$ cat src/hdl/mat_pkg.sv
`timescale 1ns / 1ps
// ----------------------------------------------------------------------------
// mat_pkg
// Shared constants, register indexes and types for the 3x3 adaptive mean
// threshold block.
// ----------------------------------------------------------------------------
package mat_pkg;

  // Frame geometry limits.
  localparam int MAX_WIDTH  = 1024;
  localparam int MAX_HEIGHT = 4096;

  // Field and register widths.
  localparam int PIX_W      = 8;
  localparam int FW_W       = 11;
  localparam int FH_W       = 13;
  localparam int OFS_W      = 8;
  localparam int CFG_IDX_W  = 2;
  localparam int CFG_DATA_W = 13;

  // Counter widths follow from the frame limits.
  localparam int COL_W = $clog2(MAX_WIDTH);
  localparam int ROW_W = $clog2(MAX_HEIGHT);

  // Window and arithmetic sizes.
  localparam int WIN_SIZE    = 9;
  localparam int SUM_W       = 12;
  localparam int RECIP_SHIFT = 16;
  localparam int RECIP_W     = 13;
  // ceil(2^16 / 9); exact floor division for every 12-bit window sum.
  localparam logic [RECIP_W-1:0] RECIP_9 = 13'd7282;
  localparam int PROD_W = SUM_W + RECIP_W;
  localparam int THR_W  = PIX_W + 1;

  // Result queue and pipeline occupancy.
  localparam int FIFO_DEPTH = 8;
  localparam int FIFO_PTR_W = $clog2(FIFO_DEPTH);
  localparam int FIFO_CNT_W = FIFO_PTR_W + 1;
  localparam int OCC_W      = FIFO_CNT_W + 1;

  // Register indexes on the configuration port.
  localparam logic [CFG_IDX_W-1:0] REG_FRAME_WIDTH      = 2'd0;
  localparam logic [CFG_IDX_W-1:0] REG_FRAME_HEIGHT     = 2'd1;
  localparam logic [CFG_IDX_W-1:0] REG_THRESHOLD_OFFSET = 2'd2;

  // Register reset values.
  localparam logic [FW_W-1:0]  RST_FRAME_WIDTH      = 11'd640;
  localparam logic [FH_W-1:0]  RST_FRAME_HEIGHT     = 13'd480;
  localparam logic [OFS_W-1:0] RST_THRESHOLD_OFFSET = 8'd0;

  // Output pixel codes.
  localparam logic [PIX_W-1:0] PIX_BLACK = 8'd0;
  localparam logic [PIX_W-1:0] PIX_WHITE = 8'd255;

  // One accepted pixel with its position-derived flags.
  typedef struct packed {
    logic [PIX_W-1:0] px;
    logic [COL_W-1:0] col;
    logic             produce;
    logic             last;
  } scan_t;

  // Flags that follow a pixel down the arithmetic pipeline.
  typedef struct packed {
    logic produce;
    logic last;
  } tag_t;

  // 3x3 neighborhood, index row*3 + col, row 0 oldest, col 2 newest.
  typedef logic [WIN_SIZE-1:0][PIX_W-1:0] window_t;

  // One binarized result.
  typedef struct packed {
    logic [PIX_W-1:0] pixel;
    logic             last;
  } result_t;

endpackage

$ cat src/hdl/mat_thresh.sv
`timescale 1ns / 1ps
// ----------------------------------------------------------------------------
// mat_thresh
// Window sum, division by nine through a reciprocal multiply, and the
// comparison of the center pixel against mean plus offset.
// ----------------------------------------------------------------------------
module mat_thresh import mat_pkg::*; (
  input  logic             clk,
  input  logic             rst_n,
  input  logic             v2,
  input  tag_t             tag2,
  input  window_t          win,
  input  logic [OFS_W-1:0] offset,
  output logic             v3,
  output logic             v4,
  output logic             push,
  output result_t          result
);

  logic [SUM_W-1:0]  sum;
  logic [SUM_W-1:0]  sum_r;
  logic [PIX_W-1:0]  center3_r, center4_r;
  tag_t              tag3_r, tag4_r;
  logic              v3_r, v4_r;
  logic [PROD_W-1:0] prod;
  logic [PIX_W-1:0]  mean_r;
  logic [THR_W-1:0]  thr;

  // Sum of the nine window pixels.
  always_comb begin
    sum = '0;
    for (int i = 0; i < WIN_SIZE; i++) begin
      sum = sum + SUM_W'(win[i]);
    end
  end

  // Floor of sum / 9 by reciprocal multiplication.
  assign prod = PROD_W'(sum_r) * PROD_W'(RECIP_9);

  always_ff @(posedge clk) begin
    if (v2) begin
      sum_r     <= sum;
      center3_r <= win[4];
      tag3_r    <= tag2;
    end
    if (v3_r) begin
      mean_r    <= prod[RECIP_SHIFT +: PIX_W];
      center4_r <= center3_r;
      tag4_r    <= tag3_r;
    end
  end

  always_ff @(posedge clk) begin
    if (!rst_n) begin
      v3_r <= 1'b0;
      v4_r <= 1'b0;
    end else begin
      v3_r <= v2;
      v4_r <= v3_r;
    end
  end

  // Full-width threshold, so an offset pushing it past 255 gives black.
  always_comb begin
    thr          = {1'b0, mean_r} + {1'b0, offset};
    result.pixel = ({1'b0, center4_r} < thr) ? PIX_BLACK : PIX_WHITE;
    result.last  = tag4_r.last;
    push         = v4_r && tag4_r.produce;
  end

  assign v3 = v3_r;
  assign v4 = v4_r;

  // Each stage is fed only from the one before it.
  assert property (@(posedge clk) disable iff (!rst_n)
    v4_r |-> $past(v3_r))
    else $error("threshold stage valid without a product");

endmodule

$ cat config.mk
export PLATFORM = sky130hd
export DESIGN_NAME = mat_thresh
export DESIGN_NICKNAME = d
export VERILOG_FILES = /design/src/hdl/mat_pkg.sv /design/src/hdl/mat_thresh.sv
export SDC_FILE = /design/constraint.sdc
export NUM_CORES = 1
export LEC_CHECK = 0
export BUFFER_PORTS_ARGS = -buffer_cell sky130_fd_sc_hd__buf_2
export CAP_MARGIN = 0
export CORE_ASPECT_RATIO = 1.4
export CORE_MARGIN = 8
export CORE_UTILIZATION = 58
export DETAILED_ROUTE_END_ITERATION = 8
export PLACE_DENSITY_LB_ADDON = 0.25
export SYNTH_ARGS = -nofsm -noshare
export SYNTH_HDL_FRONTEND = slang
export SYNTH_SLANG_ARGS = --single-unit
export TNS_END_PERCENT = 10
$ cat constraint.sdc
create_clock -name clk -period 5.8 [get_ports clk]
set_input_delay 1.16 -clock clk [delete_from_list [all_inputs] [get_ports clk]]
set_output_delay 1.16 -clock clk [all_outputs]
set_load 0.01 [all_outputs]
=== Yosys cells after proc, flatten, opt, wreduce, memory -nomap -nowiden ===
Cells that the tools add are included.

* Bits in registers: 42
* Bits of input ports: 85
* Logic and storage cells: 23

* Add/sub/neg operators: 9
* $mul: 1
* Order comparisons: 1
* Multiplexer cells: 1
* Reductions and logical operators: 1

{| class="wikitable"
|+ Operators with widths
! cell !! number
|-
| adder 12 x 8 -> 12 bit || 4
|-
| multiplier 12 x 12 -> 23 bit (second input constant) || 1
|-
| adder 8 x 8 -> 9 bit || 2
|-
| adder 11 x 8 -> 12 bit || 1
|-
| adder 10 x 8 -> 11 bit || 1
|-
| adder 9 x 8 -> 10 bit || 1
|-
| < comparator 8 x 9 -> 1 bit || 1
|-
| two-way mux 8 bit || 1
|-
| logical AND 1 bit || 1
|}

=== Depth between registers and ports, before layout ===
* Word-level depth: 8
* Mapped depth: 18
* Gate-level depth less buffers: 18

=== Worst setup path after synthesis ===
Ideal clock, no wire load.

* Path type: input to register
* Start: in win[2] in the netlist's numbering
* End: reg sum_r[10] (data pin)
* Arrival time: 4.779 ns
* Slack: 0.762 ns
* Cell stages on the path: 17
* Buffers on the path: 0
* Path through: inv_1 -> fa_1 -> inv_1 -> fa_1 -> fa_1 -> inv_1 -> fa_1 -> inv_1 -> ha_1 -> inv_1 -> fa_1 -> inv_1 -> a21o_1 -> a21oi_1 -> o21ai_1 -> o41a_1 -> xor2_1

* Word-level cells in the longest chain between the ends: 8

{| class="wikitable"
|+ Ends and longest elaborated chain
! element !! RTL line !! source
|-
| start, declared || mat_thresh.sv:12 || <nowiki>input window_t win,</nowiki>
|-
| adder 8 x 8 -> 9 bit || mat_thresh.sv:33 || <nowiki>sum = sum + SUM_W'(win[i]);</nowiki>
|-
| adder 9 x 8 -> 10 bit || mat_thresh.sv:33 ||
|-
| adder 10 x 8 -> 11 bit || mat_thresh.sv:33 ||
|-
| adder 11 x 8 -> 12 bit || mat_thresh.sv:33 ||
|-
| adder 12 x 8 -> 12 bit (4 in a row) || mat_thresh.sv:33 ||
|-
| named net sum[10] || mat_thresh.sv:20 || <nowiki>logic [SUM_W-1:0] sum;</nowiki>
|-
| end signal, assigned || mat_thresh.sv:42 || <nowiki>sum_r <= sum;</nowiki>
|-
| end, declared || mat_thresh.sv:21 || <nowiki>logic [SUM_W-1:0] sum_r;</nowiki>
|}

The timed path passes the listed nets, and every way through them passes these cells.
A chain may end at the register's enable or synchronous reset.

==> run metrics <==
status finished, final reports clean; Seq/Total Area, Yosys 22.4%; Root Buffer clkbuf_16; Final Hold Viols 0; Crit Path Category in2out; Worst Hold Launch center3_r[7]$_DFFE_PP_; commonest non-fill, non-tap cells in the layout inv_1, buf_2, ha_1; initial antenna violation count 0; RSZ-0062 raised after global routing no; CTS tree built; Worst Hold End center4_r[7]$_DFFE_PP_; vias 3,650; final period utilization 89.1%; GRT Overall Usage 17.8%; Worst R2R Start sum_r[3]$_DFFE_PP_; first-pass GRT wire length 18.8 mm; Final min period 5170 ps; core footprint 9410 um^2; relative slew slack 63.5%; Syn Area/Cell 11.2 um^2; Via density 5.18; max-cap viol count 0; Antenna Nets Post-Route 0; setup TNS 0 ps; Starting DRT DRC Count 88; number of global-route vias before repair 4,409; reg-to-reg endpoint mean_r[7]$_DFFE_PP_; CP Launch Type input port; drt wl/cell 15.3 um; clk slew on worst S/H paths 60 ps; Post-Syn Nets 761; die width 98.7 um; CTS Buf Count 5; WHS Path Cells 0; DR DRC count 0; Starting Density 59.0%; f_max 193 MHz; io pins 97; Worst Max-Slew Pin Slew 541 ps; H-tree Lvls 2; drt pass-1 iters 4; Overflow after GRT 0; Syn Inst Count 497; Die H 132 um; Nets 857; share of layout cells above drive strength 1 17.8%; Die ar. 13,000 um^2; DRT Wirelength 10.8 mm; worst min path class reg2reg; worst reg2reg setup slack 670 ps; antenna cells 0; Netlist Area Pre-Place 5550 um^2; postcts setup bufs 0; WP data arrival 4010 ps; Yosys Warn Count 0; post-cts sizing count 0; Final Skew 4.47 ps; count of cell types in the netlist 41; Critical Path RT 4640 ps; hold buffer count at CTS 0; Synth Register Bits 42; CTS sink cnt 42; IO Port Bufs 96; largest net degree at the start of global routing 24; Reg2Reg Depth 18; Setup violations, final 0; # rows 42; max-slew violation count 0; DP Wirelength 9.80 mm; RePlAce Congestion 0.912; Crit. End Element primary output; Max clock buf depth 2; synthesis-to-layout area growth 12.9%; worst skew pair latency 280 ps; crit-path max FO 8; commonest non-fill, non-tap cell in the layout inv_1
cell type report:
type / count / area, um^2
Tap cell: 110 / 138
Clock buffer: 7 / 143
Multi-Input combinational cell: 306 / 3720
Timing Repair Buffer: 97 / 488
Clock inverter: 1 / 5.00
Inverter: 141 / 529
Sequential cell: 42 / 1240
Fill cell: 742 / 3140
routing by layer:
layer / routed length (um) / vias up / share of wire (%) / GRT usage [%]
met3: 258 / 23 / 2.4 / 2.54
met4: 345 / 0 / 3.2 / 6.77
li1: - / 1777 / - / -
met1: 3810 / 1786 / 35 / 17.3
met2: 6390 / 64 / 59 / 35.7
met5: 0 / - / 0 / 0
Yosys cell counts (all sizes together):
cell type    n  area share (%)
mux2i        1            0.18
nand3        5            0.45
o41ai        3            0.47
nor3b        1            0.14
o31a         1            0.16
ha          95              21
nand4        1            0.11
o31ai        2            0.27
o2111ai      1            0.16
inv        141             9.5
dfxtp        2            0.72
fa          84              30
a211oi       1            0.14
buf          8             1.1
xor2        10             1.6
nor3         7            0.63
nor2        11            0.74
or2          1            0.11
o21ai       11             1.2
o21a         2            0.27
and4         2            0.32
nand2b       1            0.11
a21oi       14             1.3
edfxtp      40              22
a211o        2            0.32
a311oi       1            0.16
and2         4            0.45
a31oi        2            0.50
nand2       10            0.68
or3b         1            0.16
xnor2       13             2.1
a21boi       1            0.14
o41a         1            0.20
o21bai       2            0.27
o311ai       2            0.32
and4b        1            0.18
nor2b        2            0.23
a21o        10             1.4
registers in the layout, summed over array words and instances, names as in the netlist:
signal and cells:
sum_r 12, center3_r 8, v3 1, v4 1, tag4_r 1, tag3_r 2, mean_r 8, result 1
center4_r 8
worst max-delay path by stage:
stage,from,end,cells past startpoint
floorplan,win[2],sum_r[10]$_DFFE_PP_,17
global placement,win[2],sum_r[10]$_DFFE_PP_,18
detailed placement,win[3],sum_r[11]$_DFFE_PP_,15
CTS,offset[0],result[8],14
global route,offset[0],result[1],14
finish,offset[0],result[8],14
cells by family after synthesis:
kind of cell	after synthesis	share of synthesized area (%)
flops	42	22.4
xor+xnor	23	3.63
mux	1	0.180
compound gates	56	7.17
buf+inv	149	10.6
simple gates	47	4.31
fa+ha+maj	179	51.7
stage by stage:
step                      setup slack [ps]  util (%)  hold slack (ps)  std cells  cell area [um^2]
after global placement                 567      65.0              402        696              6110
after global routing                   227      66.6              427        704              6260
after CTS                              603      66.6              419        704              6260
after detailed placement               424      65.0              405        696              6110
after floorplan                        762         -              400        497              5550
final                                  632      66.6              418        704              6260
critical path, stage by stage:
cell       delay [ps]
buf_2             100
ha_1              210
fa_1              410
a21o_1            190
a21oi_1           200
o21bai_1          110
a21oi_1           180
xor2_1            170
ha_1              190
o21ai_0            80
a21oi_1           210
o2111ai_1         130
a21oi_1           410
buf_2             230
Power is left out: the tool's default activity adds up to more than one toggle a clock period on the data nets, which glitch-free logic cannot reach.
