[src/hdl/mat_pkg.sv]
`timescale 1ns / 1ps
// ----------------------------------------------------------------------------
// mat_pkg
// Shared constants, register indexes and types for the 3x3 adaptive mean
// threshold block.
// ----------------------------------------------------------------------------
package mat_pkg;

  // Frame geometry limits.
  localparam int MAX_WIDTH  = 1024;
  localparam int MAX_HEIGHT = 4096;

  // Field and register widths.
  localparam int PIX_W      = 8;
  localparam int FW_W       = 11;
  localparam int FH_W       = 13;
  localparam int OFS_W      = 8;
  localparam int CFG_IDX_W  = 2;
  localparam int CFG_DATA_W = 13;

  // Counter widths follow from the frame limits.
  localparam int COL_W = $clog2(MAX_WIDTH);
  localparam int ROW_W = $clog2(MAX_HEIGHT);

  // Window and arithmetic sizes.
  localparam int WIN_SIZE    = 9;
  localparam int SUM_W       = 12;
  localparam int RECIP_SHIFT = 16;
  localparam int RECIP_W     = 13;
  // ceil(2^16 / 9); exact floor division for every 12-bit window sum.
  localparam logic [RECIP_W-1:0] RECIP_9 = 13'd7282;
  localparam int PROD_W = SUM_W + RECIP_W;
  localparam int THR_W  = PIX_W + 1;

  // Result queue and pipeline occupancy.
  localparam int FIFO_DEPTH = 8;
  localparam int FIFO_PTR_W = $clog2(FIFO_DEPTH);
  localparam int FIFO_CNT_W = FIFO_PTR_W + 1;
  localparam int OCC_W      = FIFO_CNT_W + 1;

  // Register indexes on the configuration port.
  localparam logic [CFG_IDX_W-1:0] REG_FRAME_WIDTH      = 2'd0;
  localparam logic [CFG_IDX_W-1:0] REG_FRAME_HEIGHT     = 2'd1;
  localparam logic [CFG_IDX_W-1:0] REG_THRESHOLD_OFFSET = 2'd2;

  // Register reset values.
  localparam logic [FW_W-1:0]  RST_FRAME_WIDTH      = 11'd640;
  localparam logic [FH_W-1:0]  RST_FRAME_HEIGHT     = 13'd480;
  localparam logic [OFS_W-1:0] RST_THRESHOLD_OFFSET = 8'd0;

  // Output pixel codes.
  localparam logic [PIX_W-1:0] PIX_BLACK = 8'd0;
  localparam logic [PIX_W-1:0] PIX_WHITE = 8'd255;

  // One accepted pixel with its position-derived flags.
  typedef struct packed {
    logic [PIX_W-1:0] px;
    logic [COL_W-1:0] col;
    logic             produce;
    logic             last;
  } scan_t;

  // Flags that follow a pixel down the arithmetic pipeline.
  typedef struct packed {
    logic produce;
    logic last;
  } tag_t;

  // 3x3 neighborhood, index row*3 + col, row 0 oldest, col 2 newest.
  typedef logic [WIN_SIZE-1:0][PIX_W-1:0] window_t;

  // One binarized result.
  typedef struct packed {
    logic [PIX_W-1:0] pixel;
    logic             last;
  } result_t;

endpackage

[src/hdl/mat_scan.sv]
`timescale 1ns / 1ps
// ----------------------------------------------------------------------------
// mat_scan
// Raster position counters. Latches the frame size at the first pixel of
// each frame and tags every accepted pixel with its column and flags.
// ----------------------------------------------------------------------------
module mat_scan import mat_pkg::*; (
  input  logic            clk,
  input  logic            rst_n,
  input  logic            accept,
  input  logic [PIX_W-1:0] px,
  input  logic [FW_W-1:0] cfg_width,
  input  logic [FH_W-1:0] cfg_height,
  output scan_t           item
);

  logic [COL_W-1:0] col_r, col_nxt;
  logic [ROW_W-1:0] row_r, row_nxt;
  logic [FW_W-1:0]  act_w_r, act_w;
  logic [FH_W-1:0]  act_h_r, act_h;
  logic             first;
  logic [FW_W-1:0]  col_inc;
  logic [FH_W-1:0]  row_inc;

  // Clamp the configured sizes to the supported range.
  function automatic logic [FW_W-1:0] clamp_w(input logic [FW_W-1:0] v);
    logic [FW_W-1:0] r;
    r = v;
    if (v < FW_W'(3)) r = FW_W'(3);
    else if (v > FW_W'(MAX_WIDTH)) r = FW_W'(MAX_WIDTH);
    return r;
  endfunction

  function automatic logic [FH_W-1:0] clamp_h(input logic [FH_W-1:0] v);
    logic [FH_W-1:0] r;
    r = v;
    if (v < FH_W'(3)) r = FH_W'(3);
    else if (v > FH_W'(MAX_HEIGHT)) r = FH_W'(MAX_HEIGHT);
    return r;
  endfunction

  // The frame size is sampled when the first pixel of a frame arrives.
  always_comb begin
    first   = (col_r == '0) && (row_r == '0);
    act_w   = first ? clamp_w(cfg_width) : act_w_r;
    act_h   = first ? clamp_h(cfg_height) : act_h_r;
    col_inc = {{(FW_W-COL_W){1'b0}}, col_r} + FW_W'(1);
    row_inc = {{(FH_W-ROW_W){1'b0}}, row_r} + FH_W'(1);

    item.px      = px;
    item.col     = col_r;
    item.produce = (row_r >= ROW_W'(2)) && (col_r >= COL_W'(2));
    item.last    = (row_inc == act_h) && (col_inc == act_w);

    // Advance the raster position, wrapping at line and frame ends.
    if (col_inc >= act_w) begin
      col_nxt = '0;
      row_nxt = (row_inc >= act_h) ? '0 : row_inc[ROW_W-1:0];
    end else begin
      col_nxt = col_inc[COL_W-1:0];
      row_nxt = row_r;
    end
  end

  always_ff @(posedge clk) begin
    if (!rst_n) begin
      col_r   <= '0;
      row_r   <= '0;
      act_w_r <= clamp_w(RST_FRAME_WIDTH);
      act_h_r <= clamp_h(RST_FRAME_HEIGHT);
    end else if (accept) begin
      col_r   <= col_nxt;
      row_r   <= row_nxt;
      act_w_r <= act_w;
      act_h_r <= act_h;
    end
  end

  // The column never reaches the latched line width.
  assert property (@(posedge clk) disable iff (!rst_n)
    {{(FW_W-COL_W){1'b0}}, col_r} < act_w_r || first)
    else $error("column counter beyond line width");

endmodule

[config.mk]
export PLATFORM = sky130hd
export DESIGN_NAME = mat_scan
export DESIGN_NICKNAME = d
export VERILOG_FILES = /design/src/hdl/mat_pkg.sv /design/src/hdl/mat_scan.sv
export SDC_FILE = /design/constraint.sdc
export NUM_CORES = 1
export LEC_CHECK = 0
export BUFFER_PORTS_ARGS = -buffer_cell sky130_fd_sc_hd__buf_2
export CORE_ASPECT_RATIO = 1.4
export CORE_MARGIN = 5
export CORE_UTILIZATION = 62
export DETAILED_ROUTE_END_ITERATION = 10
export PLACE_DENSITY = 0.86
export SLEW_MARGIN = 5
export SYNTH_ARGS = -nofsm -noshare
export SYNTH_HDL_FRONTEND = slang
export SYNTH_SLANG_ARGS = --single-unit
[constraint.sdc]
create_clock -name clk -period 8.4 [get_ports clk]
set_input_delay 0 -clock clk [delete_from_list [all_inputs] [get_ports clk]]
set_output_delay 0 -clock clk [all_outputs]
set_load 0.01 [all_outputs]
# Word-level counts from Yosys, hierarchy flattened
# Index checks and enable logic that the tools add are counted.
totals:
  regBits: 46
  output_inout_bits: 20
  input_bits: 35
  elab_cells: 30
op_classes:
  n_reduce_logical: 6
  n_eq_ne: 2
  addsub: 2
  n_lt_le_gt_ge: 8
  n_mux: 8
ops:
  columns: ["cell", "n"]
  rows:
  - ["$mux 13", 3]
  - ["$mux 11", 3]
  - ["$add 12x1->13 const B", 1]
  - ["$eq 13x13->1", 1]
  - ["$ge 13x13->1", 1]
  - ["$gt 13x13->1 const B", 1]
  - ["$lt 13x2->1 const B", 1]
  - ["$ge 12x2->1 const B", 1]
  - ["$logic_not 12->1", 1]
  - ["$mux 12", 1]
  - ["$add 10x1->11 const B", 1]
  - ["$eq 11x11->1", 1]
  - ["$ge 11x11->1", 1]
  - ["$gt 11x11->1 const B", 1]
  - ["$lt 11x2->1 const B", 1]
  - ["$ge 10x2->1 const B", 1]
  - ["$logic_not 10->1", 1]
  - ["$mux 10", 1]
  - ["$logic_and 1x1->1", 3]
  - ["$reduce_and 2->1", 1]

# Logic depth before layout (Yosys ltp)
# Gate-level depths: netlist of the first run.
depth:
  word_depth: 6
  depth_mapped: 15
  ltp_nobuf: 12

# Least setup slack after synthesis of the first run
# OpenSTA, ideal clock, no wires.
synth_path:
  path_kind: "register to register"
  from: "register col_r[3]"
  to: "register row_r[10]"
  arrival_ns: 3.441
  path_slack_ns: 4.880
  synth_period_minus_slack_ns: 3.520
  setup_time_ns: 0.079
  required_time_ns: 8.321
  n_path_buf: 5
  stages_incl_launch_ff: 16
  cell_sequence: "dfxtp_1 buf_2 nor4_4 nand4_2 or2_1 buf_6 buf_6 buf_6 a22oi_1 ha_1 a21o_1 a21o_1 a2111oi_4 o221ai_2 buf_2 o211ai_1"
synth_via:
  elab_chain_len: 5
  elab_cells_between_ends: 9
  cone_classes: "1 x add/sub; 2 x order compare; 3 x mux; 3 x reduce/logical"
synth_rtl:
  columns: ["element", "line", "rtl"]
  rows:
  - ["start: declaration", "mat_scan.sv:17", "logic [COL_W-1:0] col_r, col_nxt;"]
  - ["start signal: assignment", "mat_scan.sv:72", "col_r <= col_nxt;"]
  - ["branches (longest 5 deep; another with $add 10x1->11)", null, null]
  - ["end signal: assignment", "mat_scan.sv:73", "row_r <= row_nxt;"]
  - ["end: declaration", "mat_scan.sv:18", "logic [ROW_W-1:0] row_r, row_nxt;"]
# Several ways; the timed one is not identified.
# A chain may end at the register's enable or synchronous reset.

# Worst setup path in the final report of the first run
layout_path:
  from: "register col_r[3]"
  to: "register row_r[1]"
# Same word-level chain as after synthesis.

==> results.toml, run 1 <==
[placement]
dp_hpwl_mm = 6.243
io_buffers = 38
pre_cts_ws_ps = 3900
globalplace.congestion = 0.9209
dp_cells = 481

[detailed_routing]
detail-route-antenna-nets = 0
drcViolationCount = 0
via_per_inst = 6.426
wl_per_cell_um = 17.37
drt_first_iter_violations = 382
vias = 3200
wirelength_mm = 8.651
drtPass1Iterations = 5

[timing]
period_needed_ps = 4676
tightest_slew_ps = 1070
fin_skew_ps = 4.820
slew_headroom_pct = 28.70
fmax_mhz = 213.8
final.setup.tns_ps = 0
fin_crit_sh_pct = 55.67
hold_viol = 0
rsz0062_at_grt = "no"
slew_violations = 0
fin_ws_ps = 3724
setup_viol = 0

[global_routing]
antenna_found_initial = 0
grt_max_degree = 39
gr-total-overflow = 0
grt_pass1_vias = 3200
grt_pass1_wl_mm = 14.62
grt_use_total_pct = 25.59

[layout]
area_growth_pct = 8.679
layout.cells.non_filler = 498
antenna_cells = 0
nNetsFinal = 496
drive_gt1_share_pct = 14.81

[synthesis]
synthesis.nets = 470
synthAdderAreaFrac_pct = 11.22
synth-seq-area-share_pct = 27.53
ys_seq_elements = 46
ys_top_cells_by_area = "dfxtp_1 (28%), ha_1 (11%), nand2_1 (3.9%)"
async_flop_share_pct = 0
yosysTopAreaCell = "dfxtp_1"
synth_cell_types = 56
synthMuxAreaShare_pct = 1.646
yosys.area_share.simple_pct = 23.42
synth_edf_count = 0
synth-xor-area-share_pct = 5.499
ys.flop_type = "dfxtp_1"
syn_inst = 405
synth_area_per_cell_um2 = 8.258
syn_area_mm2 = 0.003344
synth_top_area_share_pct = 27.53
synth_top_family_by_area = "simple AND/OR/NAND/NOR gates"
synth_compound_area_share_pct = 22.86
yosys_warnings = 0

[run]
cap_viol_max_count = 0

[power_and_ir_drop]
peakVddDrop_mv = 0.1183
p_per_area_mw_per_mm2 = 182.3
p_total_w = 0.0006628
leakage_nw = 1.598

[setup_path]
r2r_setup_slack_ps = 3720
crit_arrival_ps = 4890
worstSetupEndpointType = "flop"
critPathKind = "reg -> reg"
crit_fanout = 30
startpoint_type = "flop"
crit_required_ps = 8620
r2r_cells = 11

[floorplan]
die_height_um = 96.90
row_count = 31
core-area_mm2 = 0.005197
ioPinCount = 55
dieArea_mm2 = 0.006984
start_util_pct = 64.35
die_w_um = 72.08

[cts]
cts_htree_levels = 2
cts_buffers = 5
numClockSinks = 46
cts_buffer_depth = 2
clkTransAtPathRegs_ps = 90
insertion_delay_ps = 300
root_buffer = "clkbuf_8"
cts_tree = "built"
post_cts_buffers = 0

[min_path]
holdCritPathClass = "in -> out"
hold_depth = 0

[status]
outcome = "finished, final reports clean"
## placed cells by master (no fill, tap or decap), types with 3 or more instances in the layout
cell type      instances
xnor2_1               10
dlygate4sd3_1          9
ha_1                  30
nand3_1               22
inv_1                 25
o21a_1                 4
a21oi_1               18
o211ai_1              13
nor3_1                 3
o21ai_0                6
mux2i_1                4
nor4_1                 9
o221ai_1               5
o2111ai_1              4
o22ai_1               11
nor2_1                28
clkbuf_8               6
nand4_1               13
xor2_1                11
nand2b_1               8
a211oi_1               7
dfxtp_1               46
a22oi_1               16
nand2_1               35
buf_2                 38
and3_1                 9
or2_2                  4
## layer usage
| layer | global-route usage, % | routed length [um] |
|---|---|---|
| met1 | 27.40 | 3371 |
| met2 | 45.12 | 4472 |
| met3 | 4.357 | 334 |
| met4 | 15.48 | 472 |
| met5 | 0 | 0 |
## metrics by stage
| stage | utilization (%) | area [um2] | hold WS, ps |
|---|---|---|---|
| after floorplan | - | 3344 | 91.77 |
| after global placement | 66.44 | 3453 | 0.06862 |
| after detailed placement | 66.44 | 3453 | 0.06862 |
| after CTS | 69.93 | 3635 | 0.06862 |
| after global routing | 69.93 | 3635 | 0.01615 |
| final | 69.93 | 3635 | 0.003904 |
## worst max-delay path, stage by stage (launching register included)
cell and delay (ps):
dfxtp_1 440, nor4_4 300, nand4_2 250, or2_1 670, nor3_2 430, a22oi_1 120
ha_1 380, a21oi_1 210, a21boi_0 210, o311ai_2 640, nand3_1 580, o22ai_1 340
## cell families (layout without fill, tap and decap cells)
group,Yosys count,count (layout)
and+or+nand+nor,146,146
AOI/OAI and AO/OA,103,103
buffers and inverters,54,81
DFF,46,46
adders and majority gates,30,30
xor gates and xnor gates,21,21
muxes,5,5
## final cells by class
| class | instances | area, um2 |
|---|---|---|
| sequential | 46 | 920.9 |
| fill | 434 | 1563 |
| timing repair buffer | 47 | 280.3 |
| inverter | 26 | 97.59 |
| clock inverter | 1 | 5.005 |
| multi-input combinational | 305 | 2162 |
| tap | 66 | 82.58 |
| clock buffer | 7 | 86.33 |
## registers in the layout, indices dropped and copies added (netlist names)
signal   flops
col_r       10
row_r       12
act_w_r     11
act_h_r     13
## cells in the mapped netlist, types with 3 or more instances
master,count
dfxtp_1,46
nand2_1,35
ha_1,30
nor2_1,28
inv_1,25
nand3_1,22
a21oi_1,18
a22oi_1,16
nand4_1,13
o211ai_1,13
clkbuf_1,12
o22ai_1,11
xor2_1,11
xnor2_1,10
and3_1,9
nor4_1,9
buf_4,8
nand2b_1,8
a211oi_1,7
o21ai_0,6
buf_2,5
o221ai_1,5
mux2i_1,4
o2111ai_1,4
o21a_1,4
or2_2,4
buf_6,3
nor3_1,3
## what timing repair did
action                                 CTS  global route
gates resized for setup                  0             0
hold buffers                             9             0
endpoints found under the hold margin    9             0
## where the power goes
part	internal (W)	leakage [nW]	switching [W]
sequential	0.000237	0.375	0.0000145
clock	0.0000666	0.0482	0.0000771
combinational	0.0000970	1.17	0.000171
## worst paths after layout
path,from,endpoint
worst max-delay path,col_r[3]$_SDFFE_PN0P_,row_r[1]$_SDFFE_PN0P_
worst min register to register,act_h_r[4]$_SDFFE_PN0P_,act_h_r[4]$_SDFFE_PN0P_
worst min-delay path,px[4],item[16]
worst max register to register,col_r[3]$_SDFFE_PN0P_,row_r[1]$_SDFFE_PN0P_
Power figures use the tool's default switching activity.
==> run 2: changes to the inputs <==
--- a/config.mk
+++ b/config.mk
@@ -8,9 +8,9 @@
 export BUFFER_PORTS_ARGS = -buffer_cell sky130_fd_sc_hd__buf_2
 export CORE_ASPECT_RATIO = 1.4
 export CORE_MARGIN = 5
-export CORE_UTILIZATION = 62
+export CORE_UTILIZATION = 52
 export DETAILED_ROUTE_END_ITERATION = 10
-export PLACE_DENSITY = 0.86
+export PLACE_DENSITY = 0.76
 export SLEW_MARGIN = 5
 export SYNTH_ARGS = -nofsm -noshare
 export SYNTH_HDL_FRONTEND = slang
==> constraint.sdc (replaced) <==
create_clock -name clk -period 3.9 [get_ports clk]
set_input_delay 0 -clock clk [delete_from_list [all_inputs] [get_ports clk]]
set_output_delay 0 -clock clk [all_outputs]
set_load 0.01 [all_outputs]
==> results.toml, run 2 (synthesized netlist as in run 1, its figures left out) <==
[status]
outcome = "finished, final reports clean"

[floorplan]
die_height_um = 104.9
start_util_pct = 53.48
ioPinCount = 55
die_w_um = 77.78
core-area_mm2 = 0.006254
row_count = 34
dieArea_mm2 = 0.008158

[setup_path]
crit_fanout = 14
startpoint_type = "flop"
worstSetupEndpointType = "flop"
crit_arrival_ps = 3790
crit_required_ps = 4120
critPathKind = "reg -> reg"

[detailed_routing]
vias = 3177
wirelength_mm = 8.806
detail-route-antenna-nets = 0
via_per_inst = 6.266
drcViolationCount = 0
drtPass1Iterations = 4
drt_first_iter_violations = 216
wl_per_cell_um = 17.37

[timing]
hold_viol = 0
fin_skew_ps = 8.002
fmax_mhz = 279.9
rsz0062_at_grt = "no"
fin_crit_sh_pct = 91.61
tightest_slew_ps = 1004
slew_violations = 0
setup_viol = 0
slew_headroom_pct = 32.83
final.setup.tns_ps = 0
period_needed_ps = 3573

[cts]
clkTransAtPathRegs_ps = 80
cts_buffer_depth = 2
cts_tree = "built"
root_buffer = "clkbuf_8"
insertion_delay_ps = 300
numClockSinks = 46
post_cts_buffers = 0
cts_buffers = 5
cts_htree_levels = 2

[global_routing]
grt_pass1_wl_mm = 14.67
antenna_found_initial = 0
gr-total-overflow = 0
grt_max_degree = 39
grt_pass1_vias = 3163
grt_use_total_pct = 21.52

[layout]
area_growth_pct = 9.128
largest_reg_flops = 13
fin_util_pct = 58.36
reg.largest.list = "act_h_r (13), row_r (12), act_w_r (11)"
layout.cells.non_filler = 507
antenna_cells = 0
top_register = "act_h_r"
drive_gt1_share_pct = 16.55
layout_commonest_cell = "dfxtp_1"
stdcell_area_mm2 = 0.003650
final_cell_mix = "dfxtp_1 (46), buf_2 (38), nand2_1 (35), ha_1 (30), nor2_1 (28)"
nNetsFinal = 500

[placement]
io_buffers = 38
dp_hpwl_mm = 6.675
globalplace.congestion = 0.8743
placed_cell_area_mm2 = 0.003528
dp_cells = 496

[min_path]
holdCritPathClass = "in -> out"

[power_and_ir_drop]
swShare_pct = 39.49
leakage_nw = 1.613
p_switching_w = 0.0005619
p_int_w = 0.0008612
p_total_w = 0.001423
p_comb_share_pct = 42.0
peakVddDrop_mv = 0.2310
p_seq_share_pct = 37.9
p_clk_share_pct = 20.0
p_per_area_mw_per_mm2 = 389.9

[run]
cap_viol_max_count = 0
[run 2: metal layers]
metal,GRT usage (%),part of all wire [%],wire length [um],vias to the layer above
li1,-,-,-,1558
met1,24.38,40,3487,1482
met2,37.99,52,4556,110
met3,3.528,4.7,412,27
met4,10.93,4.0,349,0
met5,0,0,0,-
[run 2: layout make-up]
type,instances,area [um2]
Fill cell,554,2604
Multi-Input combinational cell,305,2167
Sequential cell,46,920.9
Timing Repair Buffer,51,297.8
Inverter,26,97.59
Tap cell,72,90.09
Clock buffer,7,76.32
[run 2: what timing repair did]
action,4_1_cts,5_1_grt
hold endpoints to repair,4,0
resized for setup,0,1
setup endpoints to repair,0,12
hold buffers,4,0
[run 2: final timing paths]
check | endpoint | slack (ps) | cells past startpoint | start
max | row_r[11]$_SDFFE_PN0P_ | 330 | 12 | col_r[5]$_SDFFE_PN0P_
min | item[15] | 0.004 | 0 | px[3]
max reg2reg | row_r[11]$_SDFFE_PN0P_ | 330 | 12 | col_r[5]$_SDFFE_PN0P_
min reg2reg | act_h_r[4]$_SDFFE_PN0P_ | 480 | 2 | act_h_r[4]$_SDFFE_PN0P_
[run 2: through the flow]
step | setup slack [ps] | hold slack, ps
floorplan | 379.9 | 91.77
global placement | 413.6 | 0.06862
detailed placement | 207.9 | 0.06862
CTS | 153.2 | 0.06862
global route | 86.88 | 0.01784
finish | 327.1 | 0.003588
[run 2: worst max-delay path, cell delays in order (launching register included)]
cell and delay, ps:
dfxtp_1 390, nor4_4 350, nand4_2 270, or2_1 330, buf_4 200, nor3_2 280, a22oi_1 120, ha_1 350
a21oi_1 150, a21boi_0 130, o311ai_2 300, nand3_2 340, o22ai_1 280
[run 2: power groups by stage]
stage	Clock, W	Sequential, W	Combinational, W
floorplan	0	0.000543	0.000460
detailed placement	0	0.000551	0.000583
finish	0.000285	0.000540	0.000598
global placement	0	0.000549	0.000568
CTS	0.000288	0.000540	0.000590
global route	0.000309	0.000545	0.000656
