### src/hdl/mat_pkg.sv
`timescale 1ns / 1ps
// ----------------------------------------------------------------------------
// mat_pkg
// Shared constants, register indexes and types for the 3x3 adaptive mean
// threshold block.
// ----------------------------------------------------------------------------
package mat_pkg;

  // Frame geometry limits.
  localparam int MAX_WIDTH  = 1024;
  localparam int MAX_HEIGHT = 4096;

  // Field and register widths.
  localparam int PIX_W      = 8;
  localparam int FW_W       = 11;
  localparam int FH_W       = 13;
  localparam int OFS_W      = 8;
  localparam int CFG_IDX_W  = 2;
  localparam int CFG_DATA_W = 13;

  // Counter widths follow from the frame limits.
  localparam int COL_W = $clog2(MAX_WIDTH);
  localparam int ROW_W = $clog2(MAX_HEIGHT);

  // Window and arithmetic sizes.
  localparam int WIN_SIZE    = 9;
  localparam int SUM_W       = 12;
  localparam int RECIP_SHIFT = 16;
  localparam int RECIP_W     = 13;
  // ceil(2^16 / 9); exact floor division for every 12-bit window sum.
  localparam logic [RECIP_W-1:0] RECIP_9 = 13'd7282;
  localparam int PROD_W = SUM_W + RECIP_W;
  localparam int THR_W  = PIX_W + 1;

  // Result queue and pipeline occupancy.
  localparam int FIFO_DEPTH = 8;
  localparam int FIFO_PTR_W = $clog2(FIFO_DEPTH);
  localparam int FIFO_CNT_W = FIFO_PTR_W + 1;
  localparam int OCC_W      = FIFO_CNT_W + 1;

  // Register indexes on the configuration port.
  localparam logic [CFG_IDX_W-1:0] REG_FRAME_WIDTH      = 2'd0;
  localparam logic [CFG_IDX_W-1:0] REG_FRAME_HEIGHT     = 2'd1;
  localparam logic [CFG_IDX_W-1:0] REG_THRESHOLD_OFFSET = 2'd2;

  // Register reset values.
  localparam logic [FW_W-1:0]  RST_FRAME_WIDTH      = 11'd640;
  localparam logic [FH_W-1:0]  RST_FRAME_HEIGHT     = 13'd480;
  localparam logic [OFS_W-1:0] RST_THRESHOLD_OFFSET = 8'd0;

  // Output pixel codes.
  localparam logic [PIX_W-1:0] PIX_BLACK = 8'd0;
  localparam logic [PIX_W-1:0] PIX_WHITE = 8'd255;

  // One accepted pixel with its position-derived flags.
  typedef struct packed {
    logic [PIX_W-1:0] px;
    logic [COL_W-1:0] col;
    logic             produce;
    logic             last;
  } scan_t;

  // Flags that follow a pixel down the arithmetic pipeline.
  typedef struct packed {
    logic produce;
    logic last;
  } tag_t;

  // 3x3 neighborhood, index row*3 + col, row 0 oldest, col 2 newest.
  typedef logic [WIN_SIZE-1:0][PIX_W-1:0] window_t;

  // One binarized result.
  typedef struct packed {
    logic [PIX_W-1:0] pixel;
    logic             last;
  } result_t;

endpackage

### src/hdl/mat_ofifo.sv
`timescale 1ns / 1ps
// ----------------------------------------------------------------------------
// mat_ofifo
// Small result queue that decouples the fixed-latency pipeline from the
// output handshake.
// ----------------------------------------------------------------------------
module mat_ofifo import mat_pkg::*; (
  input  logic                  clk,
  input  logic                  rst_n,
  input  logic                  push,
  input  result_t               din,
  input  logic                  pop_ready,
  output logic                  dout_valid,
  output result_t               dout,
  output logic [FIFO_CNT_W-1:0] count
);

  result_t               q_r [FIFO_DEPTH];
  logic [FIFO_PTR_W-1:0] wr_ptr_r, rd_ptr_r;
  logic [FIFO_CNT_W-1:0] cnt_r;
  logic                  pop;

  assign dout_valid = (cnt_r != '0);
  assign dout       = q_r[rd_ptr_r];
  assign pop        = dout_valid && pop_ready;
  assign count      = cnt_r;

  // Storage.
  always_ff @(posedge clk) begin
    if (push) begin
      q_r[wr_ptr_r] <= din;
    end
  end

  // Pointers and fill count.
  always_ff @(posedge clk) begin
    if (!rst_n) begin
      wr_ptr_r <= '0;
      rd_ptr_r <= '0;
      cnt_r    <= '0;
    end else begin
      if (push) wr_ptr_r <= wr_ptr_r + FIFO_PTR_W'(1);
      if (pop)  rd_ptr_r <= rd_ptr_r + FIFO_PTR_W'(1);
      if (push && !pop)      cnt_r <= cnt_r + FIFO_CNT_W'(1);
      else if (pop && !push) cnt_r <= cnt_r - FIFO_CNT_W'(1);
    end
  end

  // Input credit must keep the queue from ever overflowing.
  assert property (@(posedge clk) disable iff (!rst_n)
    push && !pop |-> cnt_r != FIFO_CNT_W'(FIFO_DEPTH))
    else $error("result queue overflow");

endmodule

### config.mk
export PLATFORM = sky130hd
export DESIGN_NAME = mat_ofifo
export DESIGN_NICKNAME = d
export VERILOG_FILES = /design/src/hdl/mat_pkg.sv /design/src/hdl/mat_ofifo.sv
export SDC_FILE = /design/constraint.sdc
export NUM_CORES = 1
export LEC_CHECK = 0
export ABC_AREA = 1
export BUFFER_PORTS_ARGS = -buffer_cell sky130_fd_sc_hd__buf_2
export CORE_MARGIN = 10
export CORE_UTILIZATION = 30
export CTS_CLUSTER_SIZE = 20
export DETAILED_ROUTE_END_ITERATION = 8
export PLACE_DENSITY = 0.53
export SLEW_MARGIN = 40
export SYNTH_ARGS = -nofsm -noshare
export SYNTH_HDL_FRONTEND = slang
export SYNTH_SLANG_ARGS = --single-unit
### constraint.sdc
create_clock -name clk -period 2.4 [get_ports clk]
set_clock_uncertainty 0.1 [all_clocks]
set_input_delay 0.12 -clock clk [delete_from_list [all_inputs] [get_ports clk]]
set_output_delay 0.12 -clock clk [all_outputs]
set_load 0.01 [all_outputs]
* Word-level counts from Yosys, hierarchy flattened *
Memories as Yosys holds them, arrays and structs flattened. A register that Yosys moved wholly into a read port is not among the register bits.
Cells that the tools add are included.

operators by class
  reductions and logical operators = 7
  divide/modulo/power cells = 0
  multiplexer cells = 6
  bitwise logic cells = 0
  equality and inequality tests = 0
  order comparisons = 0
  multipliers = 0
  $add $sub $neg = 4
  shift-type cells = 0

operator list
  cell                                                                 count
  4-bit 2-to-1 mux                                                     2
  3-bit by 1-bit adder with 3-bit output (second input constant)       2
  3-bit 2-to-1 mux                                                     2
  4-bit by 1-bit adder with 4-bit output (second input constant)       1
  4-bit nonzero test                                                   1
  4-bit by 1-bit subtractor with 4-bit output (second input constant)  1
  1-bit logical AND                                                    3
  1-bit zero test                                                      2
  1-bit 2-to-1 mux                                                     2
  2-bit nonzero test                                                   1

word-level totals
  output and inout bits = 14
  bits in writable memories = 72
  memories = 1
  latch bits = 0
  memory bits (read-only) = 0
  bits in registers = 10

memories
  memory  words  bits a word  read ports  clocked after Yosys merged registers in  wr ports  line             source
  q_r     8      9            1           1                                        1         mat_ofifo.sv:18  result_t q_r [FIFO_DEPTH];

* Depth between registers and ports, before layout *
Gate-level depths: netlist of run 1.

  depth after elaboration = 5
  gate-level depth with buffers = 13
  gate-level depth less buffers = 13

* Worst setup path after synthesis of run 1 *
Ideal clock, no wire load.

  kind = register to register
  start point = register cnt_r[0], in the netlist count[0]
  end point = register cnt_r[3], in the netlist count[3]
  period minus slack after synthesis = 2119 ps
  setup time = 109 ps
  data arrival time = 1910 ps
  data required time = 2191 ps
  path slack = 281 ps
  cell stages (with the launch flop) = 12
  path through = dfxtp_1 inv_1 nand3_1 nand2_1 ha_1 inv_1 ha_1 or2_2 nand3_1 nand3_1 nand2_1 inv_1

between the ends
  word-level cells in the longest chain between the ends = 5

RTL lines
  item                                                           line             source
  from (decl)                                                    mat_ofifo.sv:20  logic [FIFO_CNT_W-1:0] cnt_r;
  from (signal assigned)                                         mat_ofifo.sv:44  if (push && !pop) cnt_r <= cnt_r + FIFO_CNT_W'(1);
  from (signal assigned)                                         mat_ofifo.sv:45  else if (pop && !push) cnt_r <= cnt_r - FIFO_CNT_W'(1);
  4-bit nonzero test (*)                                         mat_ofifo.sv:23  assign dout_valid = (cnt_r != '0);
  named net dout_valid                                           mat_ofifo.sv:13  output logic dout_valid,
  1-bit logical AND (*)                                          mat_ofifo.sv:25  assign pop = dout_valid && pop_ready;
  1-bit zero test                                                mat_ofifo.sv:44
  1-bit logical AND                                              mat_ofifo.sv:44
  4-bit 2-to-1 mux / 2-bit nonzero test (equally long branches)  n/a

Mark *: on every way through the listed nets, which the timed path passes. The rest lies on a longest branch. The select of a mux whose other input is x is not followed.
A chain may end at the register's enable or synchronous reset.

* Worst setup path after layout of run 1 *
  start point = register cnt_r[0], in the netlist count[0]
  end point = register cnt_r[3], in the netlist count[3]

between the ends
  word-level cells in the longest chain between the ends = 5

RTL lines
  item
  parallel branches: the longest is 5 deep, another holds 4-bit by 1-bit subtractor with 4-bit output

Parallel ways; which one is timed is not known. The select of a mux whose other input is x is not followed.

==> results of run 1 <==
==> state kept, by name, summed over array words and instances (netlist names), named ones only <==
name / count
rd_ptr_r: 3
count: 4
q_r: 72
wr_ptr_r: 3
==> area by class of cell <==
type / instances / area, um2
well taps: 143 / 179
flip-flops and latches: 85 / 2420
repair buffers: 49 / 330
fillers: 1106 / 7250
clock inverters: 6 / 86.3
inverters: 14 / 57.6
clock buffers: 10 / 229
multi-input cells: 217 / 958
==> stage by stage <==
stage	hold slack, ns	utilization
3_3_place_gp	0.294	0.333
2_1_floorplan	0.119	-
3_5_place_dp	0.293	0.333
4_1_cts	0.0128	0.370
5_1_grt	0.0358	0.370
6_report	0.0314	0.370
==> power groups by stage <==
stage	clock network [mW]	registers, mW	logic, mW
after floorplan	0	1.78	0.764
after global placement	0	1.78	1.01
after detailed placement	0	1.79	1.02
after CTS	1.50	1.76	1.04
after global routing	1.56	1.77	1.18
final	1.45	1.76	1.02
==> cells in the final DEF (no fill, tap or decap), types with 5 or more instances in the layout <==
cell / instances
sky130_fd_sc_hd__nor2_1: 88
sky130_fd_sc_hd__clkbuf_16: 9
sky130_fd_sc_hd__dlygate4sd3_1: 11
sky130_fd_sc_hd__o21ai_0: 11
sky130_fd_sc_hd__ha_1: 5
sky130_fd_sc_hd__o21ai_1: 30
sky130_fd_sc_hd__dfxtp_1: 13
sky130_fd_sc_hd__inv_1: 11
sky130_fd_sc_hd__a21oi_1: 8
sky130_fd_sc_hd__buf_2: 26
sky130_fd_sc_hd__nand2_1: 64
sky130_fd_sc_hd__buf_4: 12
sky130_fd_sc_hd__nand3_1: 6
sky130_fd_sc_hd__edfxtp_1: 72
==> worst min-delay path by stage <==
| stage | from | endpoint | slack, ns | cells after the start |
|---|---|---|---|---|
| 2_1_floorplan | din[0] | q_r[0][0] | 0.12 | 0 |
| 3_3_place_gp | din[1] | q_r[2][1] | 0.29 | 1 |
| 3_5_place_dp | din[4] | q_r[1][4] | 0.29 | 1 |
| 4_1_cts | pop_ready | flip-flop | 0.01 | 3 |
| 5_1_grt | pop_ready | flip-flop | 0.04 | 3 |
| 6_report | pop_ready | rd_ptr_r[1] | 0.03 | 3 |
==> logic make-up after synthesis <==
kind of cell / share of synthesized area
adder cells (fa/ha/maj): 0.0233
AO/OA/AOI/OAI: 0.0691
buffers and inverters: 0.0476
XOR/XNOR: 0.00494
flip-flops: 0.682
AND/OR/NAND/NOR: 0.173
==> per-layer routing <==
layer,routed length (um),track usage,vias up
met5,0,0,-
met3,389,0.0349,9
met1,3620,0.116,1094
met4,114,0.0381,0
li1,-,-,1193
met2,3490,0.155,55
==> critical path: stages, from the launching register on <==
cell	delay (ns)
sky130_fd_sc_hd__dfxtp_1	0.41
sky130_fd_sc_hd__inv_1	0.09
sky130_fd_sc_hd__nand3_1	0.18
sky130_fd_sc_hd__nand2_1	0.12
sky130_fd_sc_hd__ha_1	0.21
sky130_fd_sc_hd__inv_1	0.14
sky130_fd_sc_hd__ha_1	0.27
sky130_fd_sc_hd__or2_2	0.29
sky130_fd_sc_hd__nand3_1	0.09
sky130_fd_sc_hd__nand3_1	0.07
sky130_fd_sc_hd__nand2_1	0.06
sky130_fd_sc_hd__inv_1	0.03
==> summary by stage, run 1 <==
Layout
The synthesis-to-finish area growth is 20.1%. The final net count is slightly below 400. The finished cells cover 4260 um2. Of the cells placed in the final design, the portion with a size suffix greater than 1 is 0.147. The repair_antennas step left the layout with diodes totalling 0. Once layout is complete, the cells apart from fillers number about 520.

Clocking
In this run the post-CTS setup repair buffer count came out at 0. The level count of the clock H-tree is 3. The clock reaches the later pin of the worst-skew pair after 0.34 ns. Counting every sink on the clock net gives 85. Hold repair after CTS inserted 11 buffers. The clock-pin transition on the worst setup and hold timing paths is about 0.06 ns. The buffer type at the clock tree root is sky130_fd_sc_hd__clkbuf_16.

The total CTS buffers is 9. TritonCTS built the clock tree. In this run the deepest clock path goes through 2 buffers. The number of gates resized after cts is 0.

Timing
Setup repair after global routing left no endpoint under its margin. The worst path needs roughly 2.2 ns of the cycle, external delays included. The final setup violation count is 0.

The share of the clock period used by the worst path after layout is 0.909. The final max-slew violation count is 0. For the pin with the worst max-slew slack, the measured transition is 0.431 ns. Timing would allow up to 458 MHz. Headroom to the max-slew limit came out at 0.713. The hold violation count in the final report is 0. Setup slack on the critical path of the routed design comes to 0.218 ns. The accumulated negative setup slack is 0 ns.

Setup path
The launching instance or port of the critical path is count[0]. STA puts the critical path data arrival time at approximately 2.3 ns. The endpoint of the worst-slack reg-to-reg timing path is count[3]. The critical path ends at count[3]. The setup check on the worst reg-to-reg path leaves a slack of 0.22 ns. The critical path startpoint category is a flip-flop. The type of the worst setup path is flip-flop to flip-flop.

The worst reg2reg path depth is 11. The startpoint of the worst register-to-register path is count[0]. The maximum net fanout on the critical path is 6. At the worst endpoint, the required time is 2.54 ns. The kind of end point of the critical path is a flip-flop.

Status
The flow ran to the end, and the final reports show no timing, DRC or antenna violations.

Synth
The share of synthesized area occupied by flip-flops and latches is 0.682. By count the netlist is led by 88 x sky130_fd_sc_hd__nor2_1, 72 x sky130_fd_sc_hd__edfxtp_1, 64 x sky130_fd_sc_hd__nand2_1. In this run, synthesis produced a sequential element count of 85. The distinct cell type count of the synthesized netlist is 17. The average cell area after synthesis is 10.9 um2. Yosys mapped a number of flops with a built-in enable equal to 72. The number of nets handed over by synthesis was ~350. The post-synthesis instance total is 327. The most repeated cell in the gate-level netlist after synthesis is sky130_fd_sc_hd__nor2_1. After synthesis the cells add up to 3550 um2. The fraction of post-synthesis cell area in the top cell type by area is 0.609.

The biggest area contributor in the post-synthesis netlist is sky130_fd_sc_hd__edfxtp_1. By area the synthesized netlist is led by sky130_fd_sc_hd__edfxtp_1 61%, sky130_fd_sc_hd__nor2_1 9.3%, sky130_fd_sc_hd__dfxtp_1 7.3%. The most used flip-flop cell after synthesis is sky130_fd_sc_hd__edfxtp_1. The fraction of registers with async set or reset after synthesis is 0. During synthesis, Yosys emitted a total of 0 warnings.

Global route
The initial antenna violation count is 0. Entering global routing, the biggest net connects 37 pins. The first global-routing pass estimated between 10 and 15 mm of wire. The overall fraction of global-route tracks in use is 0.0964.

The total global routing overflow is 0. The via count of the first global-routing pass is 2,344.

Power and ir drop
The internal power consumption is 2.97 mW. The overall power after layout is 4.23 mW. The share of total power dissipated in combinational logic is 0.241. VDD sags by at most 0.000626 V.

Of the total power, the clock network draws 0.344. The part of the power in registers is 0.416. For this design the static power due to leakage is 1.67 nW. In this run the power density over the cells is just under 1000 nW/um2. For this design the total switching power over the nets is roughly 1.3 mW.

The switching part of the total power is 0.299.

Floorplan
Measured along the x axis, the die boundary spans 129 um. The die covers 16,600 um2. The effective utilization at floorplan is 0.308. In this run the vertical extent of the chip is between 100 and 150 um. Row generation in the floorplan step produced 39 rows. 27 I/O pins were placed. The region available for standard cell placement spans 11,500 um2.

Place
The count of buffers added on input and output ports is 26. The placed instance area is 3840 um2. OpenSTA, run right after detailed placement, puts the worst setup slack at 0.253 ns. Once placement completed, the tool counted placed cells totaling slightly below 500. The sum of net half-perimeters after detailed placement is 4.77 mm.

At the end of routability-driven placement, the weighted congestion stood at ~0.76.

Hold path
The class of the tightest hold or removal check is input port to flip-flop.

Route
The number of detailed-route iterations in the first pass is 4. After detailed routing, the number of remaining DRC violations is 0. The count of routing violations after the opening detailed-route iteration is 114.

After detailed routing, the average wire length per cell comes to approximately 15 um. For this block, the routed nets add up to between 7 and 8 mm of wire. Once detail routing completed, the nets flagged for antenna violations numbered 0.

The routed layout has 2,351 vias. In the routed layout, each cell is associated on average with a via count of 4.49.

Run
The number of max-cap violations is 0.
Note: power is estimated with default switching activity, not from simulation.
==> run 2, diff against run 1 <==
- CELL_PAD_IN_SITES_DETAIL_PLACEMENT: not set -> 1
- CELL_PAD_IN_SITES_GLOBAL_PLACEMENT: not set -> 2
- PLACE_DENSITY: 0.53 -> 0.7
==> summary by stage, run 2 (synthesis results as in run 1) <==
Global route
The initial antenna violation count is 0. Entering global routing, the biggest net connects 37 pins. The wire length of the first global-routing pass is 14.4 mm. The via count of the first global-routing pass came to roughly 2,700. The total global routing overflow is 0. For this run, the total global-route usage over all layers was measured as 0.114.

Layout
The commonest non-fill, non-tap cell in the layout is sky130_fd_sc_hd__nor2_1. The repair_antennas step left the layout with diodes totalling 0. In the final layout, the share of cells above drive strength 1 is 0.164.

The core occupancy in the finished layout is 0.371. Relative to the synthesized area, the layout overhead comes to 20.4%. In the layout the commonest cells are 88 x sky130_fd_sc_hd__nor2_1, 72 x sky130_fd_sc_hd__edfxtp_1, 64 x sky130_fd_sc_hd__nand2_1. The register with the most flip-flops in the layout has 72 of them. For this run, the post-layout net count is 398.

The largest register by flop count is q_r.

Route
The routed layout has 2,434 vias. The number of detailed-route iterations in the first pass is 4. The count of routing violations after the opening detailed-route iteration is 123.

After detailed routing, the average wire length per cell comes to about 17 um. The number of vias per cell is 4.62. In this run the remaining antenna-violating nets after routing total 0. In the routed design, unresolved DRC markers number 0. Summed over all layers, the routed wires come to between 8 and 9 mm.

Floorplan
The area inside the core boundary is 11,500 um2. For this design the top-level I/O count stands at 27. The total die area is about 17,000 um2. The initial utilization of the core area, before any placement, comes to 0.308.

The die is 129 um tall. The horizontal extent of the die is around 130 um. After floorplanning, the core was divided into 39 placement rows.

Hold path
The startpoint identified for the worst hold timing path is din[7]. The min-delay analysis places its worst path in the category input port to flip-flop. The sink of the worst hold path is q_r[1][7].

Along the worst hold path, the cell count comes to 1.

Setup path
The worst setup path is launched from a flip-flop. The setup check on the worst reg-to-reg path leaves a slack of 0.28 ns. Along the worst path, the maximum fanout reaches 6. The startpoint of the worst register-to-register path is count[1].

The data arrival at the endpoint of the critical path is 2.27 ns. The endpoint of the worst-slack reg-to-reg timing path is count[3]. The kind of end point of the critical path is a flip-flop.

The type of the worst setup path is flip-flop to flip-flop. Counting cells, the worst reg-to-reg path comes to 11. The required arrival time at the worst endpoint is 2.54 ns.

Power and ir drop
The proportion of power drawn by the clock network is 0.329. The switching part of the total power is 0.316. The share of total power dissipated in combinational logic is 0.253. Dividing total power by cell area gives a power density of 985 nW/um2. Of the total power, registers draw 0.418. The net switching power of the design is between 1 and 1.5 mW.

IR analysis of the VDD net gives a maximum drop of 0.000392 V. The static power due to leakage is between 1.5 and 2 nW. The internal power consumption is 2.88 mW. Summing internal, switching and leakage power gives 4.21 mW.

Clocking
The buffers inserted during post-CTS setup optimization is 0. The clock-pin transition on the worst setup and hold timing paths is 0.06 ns. The H-tree generated during clock tree synthesis spans 3 levels.

The buffer type at the clock tree root is sky130_fd_sc_hd__clkbuf_16. For this design, the sink count on the clock tree is 85. The insertion delay to the later sink of the worst-skew pair is 0.33 ns.

Clock tree synthesis inserted a total of 9 buffers. TritonCTS built the clock tree. The number of buffers between clock root and the deepest sink is 2.

Timing
Setup repair after global routing left no endpoint under its margin. For the finished layout, the period the worst path requires is 2.12 ns. For the pin with the worst max-slew slack, the measured transition is 0.486 ns. The share of the clock period used by the worst path after layout is 0.885.

Setup violations remaining at the end of the flow were counted as 0. Setup total negative slack on the finished layout was measured at 0 ns. The highest attainable clock frequency is 471 MHz. The hold violation count in the final report is 0. The max-slew headroom at the worst pin is 0.676. The final max-slew violation count came to 0.

Place
The final estimated routing congestion in global placement is between 0.7 and 0.8. The sum of net half-perimeters after detailed placement is between 5 and 6 mm. The number of I/O port buffers is 26.

Status
The flow ran to the end, and the final reports show no timing, DRC or antenna violations.

Run
Across the run, the number of max-cap violations was 0.
## run 2: cell count changes in the layout (fill, tap and decap cells not counted)
cell / previous run / this run
sky130_fd_sc_hd__buf_4: 12 / 16
sky130_fd_sc_hd__clkinvlp_4: 0 / 3
sky130_fd_sc_hd__bufinv_16: 2 / 1
sky130_fd_sc_hd__clkbuf_1: 1 / 0
sky130_fd_sc_hd__clkinv_1: 2 / 1
sky130_fd_sc_hd__dlygate4sd3_1: 11 / 10
sky130_fd_sc_hd__nand3_1: 6 / 5
sky130_fd_sc_hd__nand3_2: 0 / 1
## run 2: layer usage
metal | GRT usage | part of all wire
met1 | 0.138 | 0.46
met2 | 0.192 | 0.48
met3 | 0.0304 | 0.044
met4 | 0.0401 | 0.013
met5 | 0 | 0
## run 2: timing repair
action	in CTS	in global routing
gates resized for setup	0	1
hold buffers	10	0
endpoints found under the setup margin	0	1
hold endpoints to repair	70	0
## run 2: worst max-delay path by stage
stage	startpoint	endpoint	slack (ns)
2_1_floorplan	count[0]	count[3]	0.28
5_1_grt	count[1]	count[3]	0.03
3_5_place_dp	count[0]	count[3]	0.19
3_3_place_gp	count[1]	count[3]	0.30
4_1_cts	count[0]	count[3]	0.18
6_report	count[1]	count[3]	0.28
## run 2: worst max-delay path, stage by stage, from the launching register on
cell and delay (ns):
sky130_fd_sc_hd__dfxtp_1 0.36, sky130_fd_sc_hd__nor2_1 0.16, sky130_fd_sc_hd__nand3_2 0.15, sky130_fd_sc_hd__nand2_1 0.13
sky130_fd_sc_hd__ha_1 0.18, sky130_fd_sc_hd__inv_1 0.10, sky130_fd_sc_hd__ha_1 0.31, sky130_fd_sc_hd__or2_2 0.30
sky130_fd_sc_hd__nand3_1 0.09, sky130_fd_sc_hd__nand3_1 0.07, sky130_fd_sc_hd__nand2_1 0.06, sky130_fd_sc_hd__inv_1 0.03
## run 2: power by group through the flow
stage / registers [mW] / clock network [mW] / logic, mW
after floorplan: 1.78 / 0 / 0.764
after global placement: 1.79 / 0 / 1.04
after detailed placement: 1.79 / 0 / 1.07
after CTS: 1.76 / 1.42 / 1.09
after global routing: 1.78 / 1.50 / 1.25
final: 1.76 / 1.39 / 1.06
## run 2: per-stage QoR
step,cells,setup slack (ns),area (um2),hold slack [ns]
after floorplan,327,0.281,3550,0.119
after global placement,501,0.297,3870,0.303
after detailed placement,501,0.193,3870,0.318
after CTS,527,0.184,4270,0.00613
after global routing,527,0.0267,4270,0.0103
final,527,0.275,4270,0.0138
## run 2: area by class of cell
cell class                      instances  area [um2]
Clock buffer                            9         225
Fill cell                            1318        7240
Tap cell                              143         179
Sequential cell                        85        2420
Inverter                               14        57.6
Multi-Input combinational cell        217         963
Timing Repair Buffer                   52         350
Clock inverter                          7        75.1
